**src/rtl/hgmn_pkg.sv**
```systemverilog
// Shared constants and types for the heightmap mesh and normal unit.
package hgmn_pkg;

   localparam int DEF_MAX_WIDTH  = 1024;
   localparam int DEF_MAX_HEIGHT = 1024;

   localparam int SIZE_W      = 11;
   localparam int INV_W       = 17;
   localparam int HEIGHT_W    = 16;
   localparam int INDEX_W     = 20;
   localparam int TEX_W       = 16;
   localparam int NORM_W      = 21;
   localparam int CSR_INDEX_W = 3;
   localparam int CSR_DATA_W  = 17;

   localparam logic [INV_W-1:0] ONE_Q16 = 17'd65536;

   typedef enum logic [CSR_INDEX_W-1:0] {
      CSR_GRID_WIDTH  = 3'd0,
      CSR_GRID_HEIGHT = 3'd1,
      CSR_INV_WIDTH   = 3'd2,
      CSR_INV_HEIGHT  = 3'd3
   } hgmn_csr_index_type;

   // effective (clamped) configuration
   typedef struct packed {
      logic [SIZE_W-1:0] width;
      logic [SIZE_W-1:0] height;
      logic [INV_W-1:0]  inv_width;
      logic [INV_W-1:0]  inv_height;
   } hgmn_cfg_type;

   // one sample after the scan stage
   typedef struct packed {
      logic signed [HEIGHT_W-1:0] height;
      logic signed [HEIGHT_W-1:0] left;
      logic [INDEX_W-1:0]         index;
      logic                       face;
   } hgmn_item_type;

endpackage

```
**src/rtl/hgmn_csr.sv**
```systemverilog
// Configuration registers with clamping to effective values.
module hgmn_csr #(
   parameter int MAX_WIDTH  = hgmn_pkg::DEF_MAX_WIDTH,
   parameter int MAX_HEIGHT = hgmn_pkg::DEF_MAX_HEIGHT
) (
   input  logic                           clock,
   input  logic                           reset,
   input  logic                           csr_valid,
   output logic                           csr_ready,
   input  logic [hgmn_pkg::CSR_INDEX_W-1:0] csr_index,
   input  logic [hgmn_pkg::CSR_DATA_W-1:0]  csr_data,
   output hgmn_pkg::hgmn_cfg_type         cfg
);
   import hgmn_pkg::*;

   logic [SIZE_W-1:0] grid_width_ff;
   logic [SIZE_W-1:0] grid_height_ff;
   logic [INV_W-1:0]  inv_width_ff;
   logic [INV_W-1:0]  inv_height_ff;

   function automatic logic [SIZE_W-1:0] eff_size(logic [SIZE_W-1:0] v, int maxv);
      if (v == '0) return SIZE_W'(1);
      if (int'(v) > maxv) return SIZE_W'(maxv);
      return v;
   endfunction

   function automatic logic [INV_W-1:0] eff_inv(logic [INV_W-1:0] v);
      return (v > ONE_Q16) ? ONE_Q16 : v;
   endfunction

   assign csr_ready = 1'b1;

   always_ff @(posedge clock) begin
      if (reset) begin
         grid_width_ff  <= SIZE_W'(1);
         grid_height_ff <= SIZE_W'(1);
         inv_width_ff   <= ONE_Q16;
         inv_height_ff  <= ONE_Q16;
      end else if (csr_valid && csr_ready) begin
         case (csr_index)
            CSR_GRID_WIDTH:  grid_width_ff  <= csr_data[SIZE_W-1:0];
            CSR_GRID_HEIGHT: grid_height_ff <= csr_data[SIZE_W-1:0];
            CSR_INV_WIDTH:   inv_width_ff   <= csr_data[INV_W-1:0];
            CSR_INV_HEIGHT:  inv_height_ff  <= csr_data[INV_W-1:0];
            default: ;
         endcase
      end
   end

   always_comb begin
      cfg.width      = eff_size(grid_width_ff, MAX_WIDTH);
      cfg.height     = eff_size(grid_height_ff, MAX_HEIGHT);
      cfg.inv_width  = eff_inv(inv_width_ff);
      cfg.inv_height = eff_inv(inv_height_ff);
   end

endmodule

```
**config.mk**
```make
export PLATFORM = sky130hd
export DESIGN_NAME = hgmn_csr
export DESIGN_NICKNAME = d
export VERILOG_FILES = /design/src/rtl/hgmn_pkg.sv /design/src/rtl/hgmn_csr.sv
export SDC_FILE = /design/constraint.sdc
export NUM_CORES = 1
export LEC_CHECK = 0
export ABC_CLOCK_PERIOD_IN_PS = 3200
export BUFFER_PORTS_ARGS = -buffer_cell sky130_fd_sc_hd__buf_2
export CORE_UTILIZATION = 50
export CTS_CLUSTER_DIAMETER = 100
export DETAILED_ROUTE_END_ITERATION = 12
export PLACE_DENSITY_LB_ADDON = 0.3
export SLEW_MARGIN = 20
export SYNTH_ARGS = -nofsm -noshare
export SYNTH_HDL_FRONTEND = slang
export SYNTH_SLANG_ARGS = --single-unit
```
**constraint.sdc**
```tcl
create_clock -name clock -period 3.2 [get_ports clock]
set_clock_uncertainty 0.05 [all_clocks]
set_input_delay 0.32 -clock clock [delete_from_list [all_inputs] [get_ports clock]]
set_output_delay 0.32 -clock clock [all_outputs]
set_load 0.005 [all_outputs]
```
==> results of run 1 <==
## report_power, final
part / internal [W] / leakage, nW / switching (W)
registers: 0.000712 / 0.453 / 0.0000136
clock network: 0.000176 / 0.0445 / 0.000216
logic: 0.0000507 / 0.801 / 0.0000754
## flip-flops by register name (all words and copies together), names as in the netlist
| signal | flops |
|---|---|
| inv_height_ff | 17 |
| inv_width_ff | 17 |
| grid_height_ff | 11 |
| grid_width_ff | 11 |
## kinds of logic (layout without fill, tap and decap cells)
family	after synthesis	in the layout	synth area share [%]
other	1	1	0.150
AOI/OAI and AO/OA	58	58	12.3
and+or+nand+nor	186	186	37.7
buffers and inverters	26	88	5.10
DFF	56	56	44.8
## layer usage
layer | track usage, % | vias up | wire, µm
met5 | 0 | - | 0
met4 | 7.19 | 0 | 46
met3 | 4.28 | 5 | 198
met2 | 36.6 | 50 | 2900
met1 | 32.7 | 1066 | 2950
li1 | - | 1193 | -
## worst max path at each step
stage | cells after the start | start | slack (ns) | endpoint
after CTS | 4 | inv_width_ff[16] | 1.02 | cfg[29]
after global placement | 4 | inv_height_ff[0] | 1.41 | cfg[11]
after global routing | 4 | inv_height_ff[16] | 0.87 | cfg[10]
final | 4 | inv_width_ff[16] | 1.06 | cfg[29]
after detailed placement | 4 | inv_width_ff[16] | 1.36 | cfg[29]
after floorplan | 3 | inv_height_ff[16] | 1.71 | cfg[10]
## tightest hold or removal path, stage by stage
cell and delay [ns]:
buf_2 0.10, nand2_1 0.05, a21oi_1 0.05
## layout by cell type, fill, tap and decap left out
master / count
and4b_1: 1
a31oi_1: 2
clkbuf_1: 1
or4b_4: 1
dfxtp_1: 56
buf_2: 78
nor4_1: 12
clkinvlp_4: 1
inv_1: 2
and4bb_2: 1
nor4b_2: 1
nor2b_1: 36
a211o_1: 2
nand4b_1: 1
conb_1: 1
nor2_1: 6
and2b_1: 14
a41oi_1: 2
a21oi_1: 52
nand4bb_1: 2
and4bb_1: 1
nand2_1: 108
nand3b_1: 2
clkbuf_8: 6
## stage by stage
step           cell area [µm²]  std cells  worst slack [ns]  total power, W
2_1_floorplan             2500        327              1.71        0.000815
3_3_place_gp              2860        448              1.41        0.000864
3_5_place_dp              2860        448              1.36        0.000867
4_1_cts                   2950        456              1.02         0.00125
5_1_grt                   2950        456             0.870         0.00130
6_report                  2950        456              1.06         0.00124
## cell type report
cell class	count	area, µm²	share of cell area [%]
clock buffer	7	86.3	2.92
timing repair buffer	78	390	13.2
sequential	56	1120	38.0
clock inverter	1	7.51	0.254
tap	67	83.8	2.84
inverter	2	7.51	0.254
multi-input combinational	245	1250	42.5
==> results.yml, run 1 <==
outcome:
  status: "complete, no violations"
synthesis:
  synth_seq_cells: 56
  synth_warnings: 0
  synth_cell_type_count: 25
  ys_seq_area_share_pct: 44.8
  synth_fp_nets: 350
  synth_top_area_share_pct: 44.8
  synthCells: 327
  yosys.area.top_type: "dfxtp_1"
  synth_ff_type: "dfxtp_1"
  avgSynthCellArea_um2: 7.66
  synth_common_cells: "nand2_1 (108), dfxtp_1 (56), a21oi_1 (52), nor2b_1 (36), and2b_1 (14)"
  synth.most_common_cell: "nand2_1"
  synth_area_leaders: "dfxtp_1 (45%), nand2_1 (16%), a21oi_1 (10%), nor2b_1 (9.0%), and2b_1 (4.2%)"
  ys_async_sr_fraction_pct: 0
  synth_edf_count: 0
  syn_area_um2: 2500
setup_path:
  r2r-start: "inv_width_ff[16]"
  cp_top_family: "compound AO/OA/AOI/OAI gates"
  slowest_stage: "a41oi_1"
  crit_chain: "inv_1 > a41oi_1 > and2b_1 > buf_2"
  path_buf_inv: 2
  cp-start-kind: "flop"
  critPathMaxFanout: 10
  worst_path_largest_cell_delay_ns: 0.56
  crit_type: "reg2out"
  r2r_end: "inv_width_ff[16]"
  ff2ff_path_depth: 3
  r2r_setup_slack_ns: 2.24
  critPathRequiredTime_ns: 2.83
  cp_data_arrival_time_ns: 1.77
  endpoint_kind: "primary output"
global_route:
  grt_overflow: 0
  grt_pass1_vias: 1982
  grt_max_degree: 57
  grt.total_usage_pct: 23.3
  grt_pass1_wl_um: 9430
  antenna_found_initial: 0
routing:
  first_pass_iters: 4
  drt_iter0_markers: 188
  ant_nets: 0
  wire_per_inst_um: 13.4
  vias_per_cell: 5.07
  vias: 2314
  wirelength_um: 6090
  drc: 0
sta:
  final_max_slew_viol_count: 0
  maxSlewHeadroom_pct: 32.0
  finalCritPeriodShare_pct: 66.9
  holdWs_ns: 0.204
  hold_viol: 0
  period_minus_slack_ns: 2.14
  rsz0062_at_grt: "false"
  setup-violations-final: 0
  fmax_mhz: 467
  finalSetupTns_ns: 0
  worst_pin_slew_ns: 1.02
clocking:
  cts_tree: "done"
  clk_pin_slew_worst_paths_ns: 0.10
  cts.sinks: 56
  root_buffer: "clkbuf_8"
  cts_setup_buffers: 0
  cts-resized-gates: 0
  htreeDepth: 2
  cts_hold_buffers: 0
  cts_buffers: 5
  clk_path_buf_depth: 2
  insertion_delay_ns: 0.30
placed_design:
  port_buffers: 78
  place_congestion: 0.761
  hpwl_um: 4200
floorplanning:
  io_pins: 80
  fp.dieW_um: 72.8
  die-area_um2: 5290
  die_h_um: 72.8
  rows: 25
  core_area_um2: 4790
  start_util_pct: 52.3
worst_hold_path:
  hold_path_depth: 3
  worstHoldStart: "csr_data[15]"
  worstHoldEndpoint: "inv_height_ff[15]"
  hold_path.class: "in2reg"
power:
  power_density_nw_per_um2: 421
  leakage_nw: 1.30
  max-vdd-ir-drop_v: 0.000287
cells_and_area:
  fill_cells: 467
  syn2layout_area_growth_pct: 17.9
  drive_gt1_share_pct: 22.6
  diodes: 0
  utilization_pct: 61.7
  nNetsFinal: 411
run:
  cap_violations: 0
Note: power is estimated with default switching activity, not from simulation.
==> run 2: changes to the inputs <==
ABC_CLOCK_PERIOD_IN_PS = 1900   (was 3200)
CORE_UTILIZATION = 45   (was 50)
clock period = 1.9 ns   (was 3.2 ns; I/O delays follow)
==> run 2 against run 1 <==
Net effect: critical path depth unchanged; sequential share of layout area decreased by 3.1 points; non-clock buffer count increased by 11; register-to-register slack got worse by 1.3 ns; critical path type unchanged; largest cell class unchanged.
==> results.yml, run 2 (synthesized netlist as in run 1, its figures left out) <==
routing:
  first_pass_iters: 4
  drt_iter0_markers: 200
  ant_nets: 0
  vias: 2447
  wirelength_um: 6570
  wire_per_inst_um: 13.9
  vias_per_cell: 5.18
  drc: 0
global_route:
  grt_pass1_wl_um: 10600
  grt_overflow: 0
  antenna_found_initial: 0
  grt.total_usage_pct: 22.9
  grt_max_degree: 35
  grt_pass1_vias: 2168
sta:
  final_max_slew_viol_count: 0
  period_minus_slack_ns: 1.83
  hold_viol: 0
  worst_pin_slew_ns: 0.610
  holdWs_ns: 0.0665
  maxSlewHeadroom_pct: 59.4
  finalSetupTns_ns: 0
  fmax_mhz: 547
  finalCritPeriodShare_pct: 96.2
  setup-violations-final: 0
  rsz0062_at_grt: "true"
power:
  p_int_w: 0.00171
  leakage_nw: 1.43
  power_density_nw_per_um2: 702
  power_switching_w: 0.000551
  combPwrFrac_pct: 11.5
  max-vdd-ir-drop_v: 0.000477
  clockPowerShare_pct: 34.1
  swShare_pct: 24.4
  seq_power_share_pct: 54.4
setup_path:
  r2r_end: "inv_width_ff[16]"
  cp-start-kind: "flop"
  critPathLaunch: "inv_height_ff[8]"
  endpoint_kind: "primary output"
  r2r_setup_slack_ns: 0.91
  critPathMaxFanout: 5
  r2r-start: "inv_width_ff[16]"
  crit_type: "reg2out"
  cp-endpoint: "cfg[10]"
  ff2ff_path_depth: 3
  critPathRequiredTime_ns: 1.66
  cp_data_arrival_time_ns: 1.59
cells_and_area:
  reg_top3: "inv_height_ff: 17 flops, inv_width_ff: 17 flops"
  final_cell_mix: "nand2_1 (108), buf_2 (78), dfxtp_1 (54)"
  syn2layout_area_growth_pct: 28.7
  drive_gt1_share_pct: 28.1
  final_common_cell: "nand2_1"
  diodes: 0
  nNetsFinal: 424
  final_area_um2: 3220
clocking:
  htreeDepth: 2
  root_buffer: "clkbuf_8"
  cts_buffers: 5
  cts_setup_buffers: 0
  cts_tree: "done"
  cts.sinks: 56
  clk_pin_slew_worst_paths_ns: 0.10
  cts_hold_buffers: 0
  insertion_delay_ns: 0.30
  clk_path_buf_depth: 2
placed_design:
  hpwl_um: 4450
  dpl_cell_area_um2: 2940
  port_buffers: 78
  place_congestion: 0.802
floorplanning:
  die_h_um: 76.6
  start_util_pct: 47.8
  rows: 26
  fp.dieW_um: 76.6
  io_pins: 80
  die-area_um2: 5870
  core_area_um2: 5240
worst_hold_path:
  hold_path.class: "in2reg"
run:
  cap_violations: 0
outcome:
  status: "complete, no violations"
[run 2: changes by cell type in the layout (fill, tap and decap cells not counted)]
cell	change
buf_4	+11
nor4_1	-8
nor4_4	+8
a41oi_2	+4
a41oi_1	-2
dfxtp_1	-2
dfxtp_2	+2
bufinv_16	+1
clkbuf_8	-1
clkinv_2	+1
clkinvlp_4	-1
[run 2: how the worst min path moves through the flow]
stage	from	to	slack [ns]	cells after the start
2_1_floorplan	csr_data[16]	inv_height_ff[16]	0.26	1
3_3_place_gp	csr_data[16]	inv_height_ff[16]	0.39	2
3_5_place_dp	csr_data[16]	inv_width_ff[16]	0.38	2
4_1_cts	csr_data[16]	inv_height_ff[16]	0.06	2
5_1_grt	csr_data[16]	inv_height_ff[16]	0.07	2
6_report	csr_data[14]	inv_height_ff[14]	0.07	3
[run 2: power groups by stage]
stage | logic, W | clock network, W | registers, W
6_report | 0.000260 | 0.000772 | 0.00123
5_1_grt | 0.000286 | 0.000820 | 0.00123
4_1_cts | 0.000250 | 0.000776 | 0.00122
3_5_place_dp | 0.000224 | 0 | 0.00125
3_3_place_gp | 0.000222 | 0 | 0.00125
2_1_floorplan | 0.000132 | 0 | 0.00124
[run 2: critical path, stage by stage (launching register included)]
cell	delay, ns
dfxtp_1	0.37
nor4_4	0.36
a41oi_2	0.21
and2b_1	0.24
buf_2	0.10
[run 2: area by class of cell]
class	instances	area [µm²]
tap	70	87.6
sequential	56	1120
timing repair buffer	89	473
inverter	2	7.51
clock inverter	2	35.0
multi-input combinational	247	1420
clock buffer	6	72.6
fill	465	2020
[run 2: metal layers]
layer	track usage (%)	part of all wire, %	wire length (µm)	vias up
met5	0	0	0	-
met2	38.2	48	3160	73
met1	30.1	44	2890	1136
li1	-	-	-	1227
met3	3.11	6.0	391	11
met4	8.46	1.9	127	0
[run 2: timing repair]
item | 4_1_cts | 5_1_grt
endpoints found under the setup margin | 20 | 20
endpoints found under the hold margin | 0 | 0
resized for setup | 12 | 10
cloned | 2 | 0
pin swaps | 2 | 3
[run 2: through the flow]
stage / util [%] / total power (W) / instances / setup slack, ns
after floorplan: - / 0.00137 / 327 / 0.537
after global placement: 56.2 / 0.00147 / 462 / 0.183
after detailed placement: 56.2 / 0.00147 / 462 / 0.220
after CTS: 60.1 / 0.00225 / 472 / 0.00416
after global routing: 61.5 / 0.00234 / 472 / -0.0247
final: 61.5 / 0.00226 / 472 / 0.0715
