File: src/rtl/hgmn_pkg.sv
// Shared constants and types for the heightmap mesh and normal unit.
package hgmn_pkg;

   localparam int DEF_MAX_WIDTH  = 1024;
   localparam int DEF_MAX_HEIGHT = 1024;

   localparam int SIZE_W      = 11;
   localparam int INV_W       = 17;
   localparam int HEIGHT_W    = 16;
   localparam int INDEX_W     = 20;
   localparam int TEX_W       = 16;
   localparam int NORM_W      = 21;
   localparam int CSR_INDEX_W = 3;
   localparam int CSR_DATA_W  = 17;

   localparam logic [INV_W-1:0] ONE_Q16 = 17'd65536;

   typedef enum logic [CSR_INDEX_W-1:0] {
      CSR_GRID_WIDTH  = 3'd0,
      CSR_GRID_HEIGHT = 3'd1,
      CSR_INV_WIDTH   = 3'd2,
      CSR_INV_HEIGHT  = 3'd3
   } hgmn_csr_index_type;

   // effective (clamped) configuration
   typedef struct packed {
      logic [SIZE_W-1:0] width;
      logic [SIZE_W-1:0] height;
      logic [INV_W-1:0]  inv_width;
      logic [INV_W-1:0]  inv_height;
   } hgmn_cfg_type;

   // one sample after the scan stage
   typedef struct packed {
      logic signed [HEIGHT_W-1:0] height;
      logic signed [HEIGHT_W-1:0] left;
      logic [INDEX_W-1:0]         index;
      logic                       face;
   } hgmn_item_type;

endpackage

File: src/rtl/hgmn_arith.sv
// Multiply stage and rounding/output stage of the normal and texture math.
module hgmn_arith #(
   parameter  int MAX_WIDTH  = hgmn_pkg::DEF_MAX_WIDTH,
   parameter  int MAX_HEIGHT = hgmn_pkg::DEF_MAX_HEIGHT,
   localparam int COL_W      = $clog2(MAX_WIDTH),
   localparam int ROW_W      = $clog2(MAX_HEIGHT)
) (
   input  logic                                 clock,
   input  logic                                 reset,
   input  hgmn_pkg::hgmn_cfg_type               cfg,
   input  logic                                 s1_valid,
   output logic                                 s1_ready,
   input  hgmn_pkg::hgmn_item_type              s1_item,
   input  logic [COL_W-1:0]                     s1_x,
   input  logic [ROW_W-1:0]                     s1_y,
   input  logic signed [hgmn_pkg::HEIGHT_W-1:0] s1_upper,
   output logic                                 rsp_valid,
   input  logic                                 rsp_stall,
   output logic [hgmn_pkg::INDEX_W-1:0]         rsp_vertex_index,
   output logic [hgmn_pkg::TEX_W-1:0]           rsp_tex_u,
   output logic [hgmn_pkg::TEX_W-1:0]           rsp_tex_v,
   output logic signed [hgmn_pkg::HEIGHT_W-1:0] rsp_height_out,
   output logic signed [hgmn_pkg::NORM_W-1:0]   rsp_normal_x,
   output logic [hgmn_pkg::INV_W-1:0]           rsp_normal_y,
   output logic signed [hgmn_pkg::NORM_W-1:0]   rsp_normal_z,
   output logic                                 rsp_face_valid,
   output logic [hgmn_pkg::INDEX_W-1:0]         rsp_face_corner_a,
   output logic [hgmn_pkg::INDEX_W-1:0]         rsp_face_corner_b,
   output logic [hgmn_pkg::INDEX_W-1:0]         rsp_face_corner_c,
   output logic [hgmn_pkg::INDEX_W-1:0]         rsp_face_corner_d
);
   import hgmn_pkg::*;

   localparam int DIFF_W = HEIGHT_W + 1;
   localparam int NPROD_W = DIFF_W + INV_W + 1;
   localparam int TU_W = COL_W + INV_W;
   localparam int TV_W = ROW_W + INV_W;
   localparam int NY_W = 2 * INV_W;

   // multiply stage
   logic signed [DIFF_W-1:0]  diff_x;
   logic signed [DIFF_W-1:0]  diff_z;
   logic signed [INV_W:0]     ih_s;
   logic signed [INV_W:0]     iw_s;
   logic signed [NPROD_W-1:0] nx_prod;
   logic signed [NPROD_W-1:0] nz_prod;
   logic [TU_W-1:0]           tu_prod;
   logic [TV_W-1:0]           tv_prod;
   logic [NY_W-1:0]           ny_prod;

   logic                      s2_valid_ff;
   logic signed [NPROD_W-1:0] s2_nx_prod_ff;
   logic signed [NPROD_W-1:0] s2_nz_prod_ff;
   logic [TU_W-1:0]           s2_tu_prod_ff;
   logic [TV_W-1:0]           s2_tv_prod_ff;
   logic [NY_W-1:0]           s2_ny_prod_ff;
   logic signed [HEIGHT_W-1:0] s2_height_ff;
   logic [INDEX_W-1:0]        s2_index_ff;
   logic                      s2_face_ff;
   logic [INDEX_W-1:0]        s2_corner_a_ff;
   logic [INDEX_W-1:0]        s2_corner_b_ff;
   logic [INDEX_W-1:0]        s2_corner_d_ff;

   // output stage
   logic signed [NPROD_W-1:0] nx_sum;
   logic signed [NPROD_W-1:0] nz_sum;
   logic [NY_W-1:0]           ny_sum;
   logic                      out_ready;
   logic                      s2_ready;

   logic                       rsp_valid_ff;
   logic [INDEX_W-1:0]         rsp_vertex_index_ff;
   logic [TEX_W-1:0]           rsp_tex_u_ff;
   logic [TEX_W-1:0]           rsp_tex_v_ff;
   logic signed [HEIGHT_W-1:0] rsp_height_out_ff;
   logic signed [NORM_W-1:0]   rsp_normal_x_ff;
   logic [INV_W-1:0]           rsp_normal_y_ff;
   logic signed [NORM_W-1:0]   rsp_normal_z_ff;
   logic                       rsp_face_valid_ff;
   logic [INDEX_W-1:0]         rsp_face_corner_a_ff;
   logic [INDEX_W-1:0]         rsp_face_corner_b_ff;
   logic [INDEX_W-1:0]         rsp_face_corner_c_ff;
   logic [INDEX_W-1:0]         rsp_face_corner_d_ff;

   assign out_ready = !rsp_valid_ff || !rsp_stall;
   assign s2_ready  = !s2_valid_ff || out_ready;
   assign s1_ready  = s2_ready;

   assign diff_x  = DIFF_W'(s1_item.left) - DIFF_W'(s1_item.height);
   assign diff_z  = DIFF_W'(s1_upper) - DIFF_W'(s1_item.height);
   assign ih_s    = {1'b0, cfg.inv_height};
   assign iw_s    = {1'b0, cfg.inv_width};
   assign nx_prod = diff_x * ih_s;
   assign nz_prod = diff_z * iw_s;
   assign tu_prod = TU_W'(s1_x) * TU_W'(cfg.inv_width);
   assign tv_prod = TV_W'(s1_y) * TV_W'(cfg.inv_height);
   assign ny_prod = NY_W'(cfg.inv_width) * NY_W'(cfg.inv_height);

   always_ff @(posedge clock) begin
      if (reset) begin
         s2_valid_ff <= 1'b0;
      end else if (s2_ready) begin
         s2_valid_ff <= s1_valid;
      end
   end

   always_ff @(posedge clock) begin
      if (s2_ready && s1_valid) begin
         s2_nx_prod_ff  <= nx_prod;
         s2_nz_prod_ff  <= nz_prod;
         s2_tu_prod_ff  <= tu_prod;
         s2_tv_prod_ff  <= tv_prod;
         s2_ny_prod_ff  <= ny_prod;
         s2_height_ff   <= s1_item.height;
         s2_index_ff    <= s1_item.index;
         s2_face_ff     <= s1_item.face;
         // corners wrap modulo 2^20
         s2_corner_a_ff <= s1_item.index - INDEX_W'(cfg.width) - INDEX_W'(1);
         s2_corner_b_ff <= s1_item.index - INDEX_W'(1);
         s2_corner_d_ff <= s1_item.index - INDEX_W'(cfg.width);
      end
   end

   // round half up, floor shift
   assign nx_sum = s2_nx_prod_ff + NPROD_W'(2048);
   assign nz_sum = s2_nz_prod_ff + NPROD_W'(2048);
   assign ny_sum = s2_ny_prod_ff + NY_W'(32768);

   always_ff @(posedge clock) begin
      if (reset) begin
         rsp_valid_ff <= 1'b0;
      end else if (out_ready) begin
         rsp_valid_ff <= s2_valid_ff;
      end
   end

   always_ff @(posedge clock) begin
      if (out_ready && s2_valid_ff) begin
         rsp_vertex_index_ff <= s2_index_ff;
         rsp_tex_u_ff <= (s2_tu_prod_ff > TU_W'(16'hFFFF)) ? 16'hFFFF
                                                           : s2_tu_prod_ff[TEX_W-1:0];
         rsp_tex_v_ff <= (s2_tv_prod_ff > TV_W'(16'hFFFF)) ? 16'hFFFF
                                                           : s2_tv_prod_ff[TEX_W-1:0];
         rsp_height_out_ff <= s2_height_ff;
         rsp_face_valid_ff <= s2_face_ff;
         if (s2_face_ff) begin
            rsp_normal_x_ff      <= nx_sum[NORM_W+11:12];
            rsp_normal_y_ff      <= ny_sum[INV_W+15:16];
            rsp_normal_z_ff      <= nz_sum[NORM_W+11:12];
            rsp_face_corner_a_ff <= s2_corner_a_ff;
            rsp_face_corner_b_ff <= s2_corner_b_ff;
            rsp_face_corner_c_ff <= s2_index_ff;
            rsp_face_corner_d_ff <= s2_corner_d_ff;
         end else begin
            // edge vertex: straight-up normal, no face
            rsp_normal_x_ff      <= '0;
            rsp_normal_y_ff      <= ONE_Q16;
            rsp_normal_z_ff      <= '0;
            rsp_face_corner_a_ff <= '0;
            rsp_face_corner_b_ff <= '0;
            rsp_face_corner_c_ff <= '0;
            rsp_face_corner_d_ff <= '0;
         end
      end
   end

   assign rsp_valid         = rsp_valid_ff;
   assign rsp_vertex_index  = rsp_vertex_index_ff;
   assign rsp_tex_u         = rsp_tex_u_ff;
   assign rsp_tex_v         = rsp_tex_v_ff;
   assign rsp_height_out    = rsp_height_out_ff;
   assign rsp_normal_x      = rsp_normal_x_ff;
   assign rsp_normal_y      = rsp_normal_y_ff;
   assign rsp_normal_z      = rsp_normal_z_ff;
   assign rsp_face_valid    = rsp_face_valid_ff;
   assign rsp_face_corner_a = rsp_face_corner_a_ff;
   assign rsp_face_corner_b = rsp_face_corner_b_ff;
   assign rsp_face_corner_c = rsp_face_corner_c_ff;
   assign rsp_face_corner_d = rsp_face_corner_d_ff;

`ifndef NO_ASSERTIONS
   // a beat in the multiply stage is not dropped while the output stalls
   a_s2_hold: assert property (@(posedge clock) disable iff (reset)
      (s2_valid_ff && !out_ready) |=> (s2_valid_ff && $stable(s2_index_ff)))
      else $error("multiply stage lost a beat under stall");
`endif

endmodule

File: config.mk
export PLATFORM = sky130hd
export DESIGN_NAME = hgmn_arith
export DESIGN_NICKNAME = d
export VERILOG_FILES = /design/src/rtl/hgmn_pkg.sv /design/src/rtl/hgmn_arith.sv
export SDC_FILE = /design/constraint.sdc
export NUM_CORES = 2
export LEC_CHECK = 0
export BUFFER_PORTS_ARGS = -buffer_cell sky130_fd_sc_hd__buf_2
export CAP_MARGIN = 20
export CORE_ASPECT_RATIO = 0.8
export CORE_UTILIZATION = 64
export DETAILED_ROUTE_END_ITERATION = 16
export PLACE_DENSITY = 0.79
export SLEW_MARGIN = 20
export SYNTH_ARGS = -nofsm -noshare
export SYNTH_HDL_FRONTEND = slang
export SYNTH_SLANG_ARGS = --single-unit
File: constraint.sdc
create_clock -name clock -period 24.8 [get_ports clock]
set_input_delay 4.96 -clock clock [delete_from_list [all_inputs] [get_ports clock]]
set_output_delay 4.96 -clock clock [all_outputs]
set_load 0.01 [all_outputs]
==> results.txt <==
----------------------------------------------------
[Worst setup path]
  Terminus of the critical flop-to-flop path ... rsp_tex_u[10]$_SDFFCE_PN1P_
  Data arrival time at the worst-slack endpoint ... 13970 ps
  CP most frequent cell ... fa_1
  Critical setup path kind ... in -> reg
  Worst reg-to-reg path cell count ... 4
  FF-to-FF setup slack ... approximately 21000 ps
  WP data required ... 25220 ps
  Startpoint of the worst-slack reg-to-reg timing path ... s2_valid_ff$_SDFFE_PP0N_
  Crit path max-delay cell type ... a211oi_2
  Element type at the critical path start ... input port
  Biggest cell delay along the critical path ... 740 ps
  CP endpoint kind ... flop
  CP Max Fanout ... 10

[CTS]
  Post-CTS Setup Repair Bufs ... 0
  Clock-pin transition on the worst setup and hold timing paths ... 60 ps
  Inserted Clock Buffers ... 46
  Clock latency on the worst-skew pair ... about 650 ps
  CTS H-tree depth ... 2
  Hold-fix buffers at CTS ... 0
  Clock root cell ... clkbuf_16
  Clock tree from TritonCTS ... yes
  Resized cells post-CTS ... 0
  Maximum buffer depth of the clock tree ... 3
  Clock Sinks ... 423

[Timing]
  Final setup vio count ... 0
  Final period demand of the worst path ... 13550 ps
  Unrepaired setup endpoints after global routing ... no
  Maximum clock rate ... 0.0738 GHz
  Relative slew slack ... slightly below 30%
  Period utilization ... 54.7%
  Clock skew after layout ... 40.4 ps
  Sum of negative setup slack ... 0 ps
  Final Hold Violating Endpoints ... 0
  Number of pins with negative max-slew slack in the final report ... 0
  Worst Tran Pin Value ... ~1100 ps

[Drt]
  Routed wire length per instance ... about 19 um
  Vias ... 40.8k
  Iter 0 DRT Violations ... 3165
  Total wire length ... 136 mm
  DRC Markers ... 0
  Average via count per standard cell ... 5.68
  Antenna-violating nets left ... 0
  Number of detailed-routing iterations run before antenna repair ... 6

[Synth]
  Portion of the post-synthesis area used by sequential elements ... around 22%
  Post-Synth XOR/XNOR Area ... under 10%
  Commonest cells in the netlist ... inv_1 (1128), fa_1 (906), nand2_1 (782)
  Dominant cell type by area after synthesis ... fa_1
  Cell types with the largest area share after synthesis ... fa_1 (32%), edfxtp_1 (22%), ha_1 (11%), inv_1 (7.4%), and2_1 (5.9%)
  Count of flip-flops with a built-in enable after synthesis ... 421
  Distinct cell type count of the synthesized netlist ... just under 80
  Most instantiated library cell after synthesis ... inv_1
  Synth Instances ... 5790
  Total of warnings raised by yosys ... 0
  Fraction of post-synthesis cell area in the top cell type by area ... 31.9%
  Dominant combinational cell family by area after synthesis ... adder cells
  Prevailing post-synth register cell ... edfxtp_1
  Synth Area in Compound Gates ... under 10%
  Post-synthesis instance area ... approximately 57000 um^2
  Nets in the synthesized netlist ... 7345
  Syn Area/Cell ... 9.82 um^2
  Number of flip-flops and latches in the synthesized netlist ... 423
  Mux contribution to synthesized area ... 0%
  Area fraction in and, or, nand and nor cells after synthesis ... 17.0%
  Fraction of the mapped netlist area in adder cells ... 42.9%
  Proportion of register bits with asynchronous set or reset after synthesis ... 0%

[Final layout]
  Layout net count ... 7514
  Layout cells sized above 1 ... 9.35%
  Area grow syn2layout ... 7.33%

[Global routing]
  Number of global-route vias before repair ... 42.2k
  Overall routing resource usage ... 31.3%
  GRT overflow ... 0
  Number of antenna violations at the first check in global routing ... 7
  Pin count of the biggest net entering global routing ... slightly below 100
  Wire length of the first global-routing pass ... around 220 mm

[Hold path]
  Hold depth ... 0
  Worst min-delay path startpoint ... s2_height_ff[0]$_DFFE_PP_
  Hold worst-path end ... rsp_height_out[0]$_DFFE_PP_
  Class of the tightest hold or removal check ... reg -> reg

[Outcome]
  Status ... finished clean

[Floorplan]
  Top-Level Pins ... 359
  Area of the core ... just under 90000 um^2
  Die Wd ... around 340 um
  Die Y ... 269 um
  Die area ... 90100 um^2
  Initial Util ... 64.8%
  Standard-cell row count ... 97

[Placement]
  I/O Buffers ... 347
  GP Congestion ... 0.900
  Placed wire-length estimate after detailed placement ... 98.2 mm

[Run]
  Maxcap violations ... 0

----------------------------------------------------
-- critical path: cells and delay by family --
| family | cells | cell delay, ps |
|---|---|---|
| simple gates | 3 | 460 |
| fa+ha+maj | 8 | 3530 |
| buf+inv | 7 | 760 |
| compound gates | 15 | 3880 |
| xor+xnor | 2 | 350 |
-- kinds of logic after synthesis --
family	count (synthesis)
xor+xnor	218
fa+ha+maj	1406
simple gates	1915
flops	423
buf+inv	1432
compound gates	396
-- flip-flops by register name (all words and copies together) (netlist names), 21 cells and up --
register and cells:
rsp_normal_x 21, rsp_normal_z 21, s2_nx_prod_ff 22, s2_nz_prod_ff 22
s2_tu_prod_ff 27, s2_tv_prod_ff 27
-- placed cells by master, fill, tap and decap left out, types with 52 or more instances in the layout --
master / Yosys / layout
inv_1: 1128 / 1128
fa_1: 906 / 906
nand2_1: 782 / 782
and2_1: 538 / 537
ha_1: 500 / 500
edfxtp_1: 421 / 421
buf_2: 5 / 347
xnor2_1: 164 / 163
nor2_1: 119 / 116
nor2b_1: 109 / 109
a21oi_1: 84 / 84
nand3_1: 80 / 80
buf_4: 0 / 78
xor2_1: 54 / 52
-- per-stage QoR --
| step | cell area, um^2 | util (%) | setup WS, ps | hold WS [ps] | instances |
|---|---|---|---|---|---|
| after floorplan | 56900 | - | 3770 | 400 | 5790 |
| after global placement | 59600 | 67.9 | 10930 | 402 | 7099 |
| after detailed placement | 59600 | 67.9 | 10720 | 405 | 7099 |
| after CTS | 61000 | 69.6 | 11330 | 418 | 7179 |
| after global routing | 61000 | 69.6 | 10780 | 424 | 7181 |
| final | 61000 | 69.6 | 11250 | 418 | 7183 |
-- layer usage --
layer  vias up  GRT usage, %  part of all wire [%]
met5         -             0                 0.028
met4         6          10.0                   3.2
met3       284          6.11                   9.9
met2      1859          51.3                    47
met1     20400          42.3                    40
li1      18300             -                     -
-- worst max-delay path by stage --
stage                                         end  slack, ps         from
2_1_floorplan  rsp_face_corner_a[0]$_SDFFCE_PN0P_       3770    rsp_stall
3_3_place_gp          s2_nx_prod_ff[32]$_DFFE_PP_      10930  s1_item[38]
3_5_place_dp          s2_nx_prod_ff[32]$_DFFE_PP_      10720  s1_item[38]
4_1_cts               s2_nx_prod_ff[32]$_DFFE_PP_      11330  s1_item[38]
5_1_grt               s2_nx_prod_ff[32]$_DFFE_PP_      10780  s1_item[38]
6_report              s2_nx_prod_ff[32]$_DFFE_PP_      11250  s1_item[38]
-- layout make-up --
type                       instances  area [um^2]
clock inverter                    25          268
antenna                            4         10.0
clock buffer                      55         1180
sequential                       423        12700
inverter                        1128         4230
multi-input combinational       3935        38900
tap                             1188         1490
fill                            6533        26700
timing repair buffer             425         2320
Power is not shown: default switching activity piles up to over one toggle a cycle in this logic, so the estimate is an artifact.
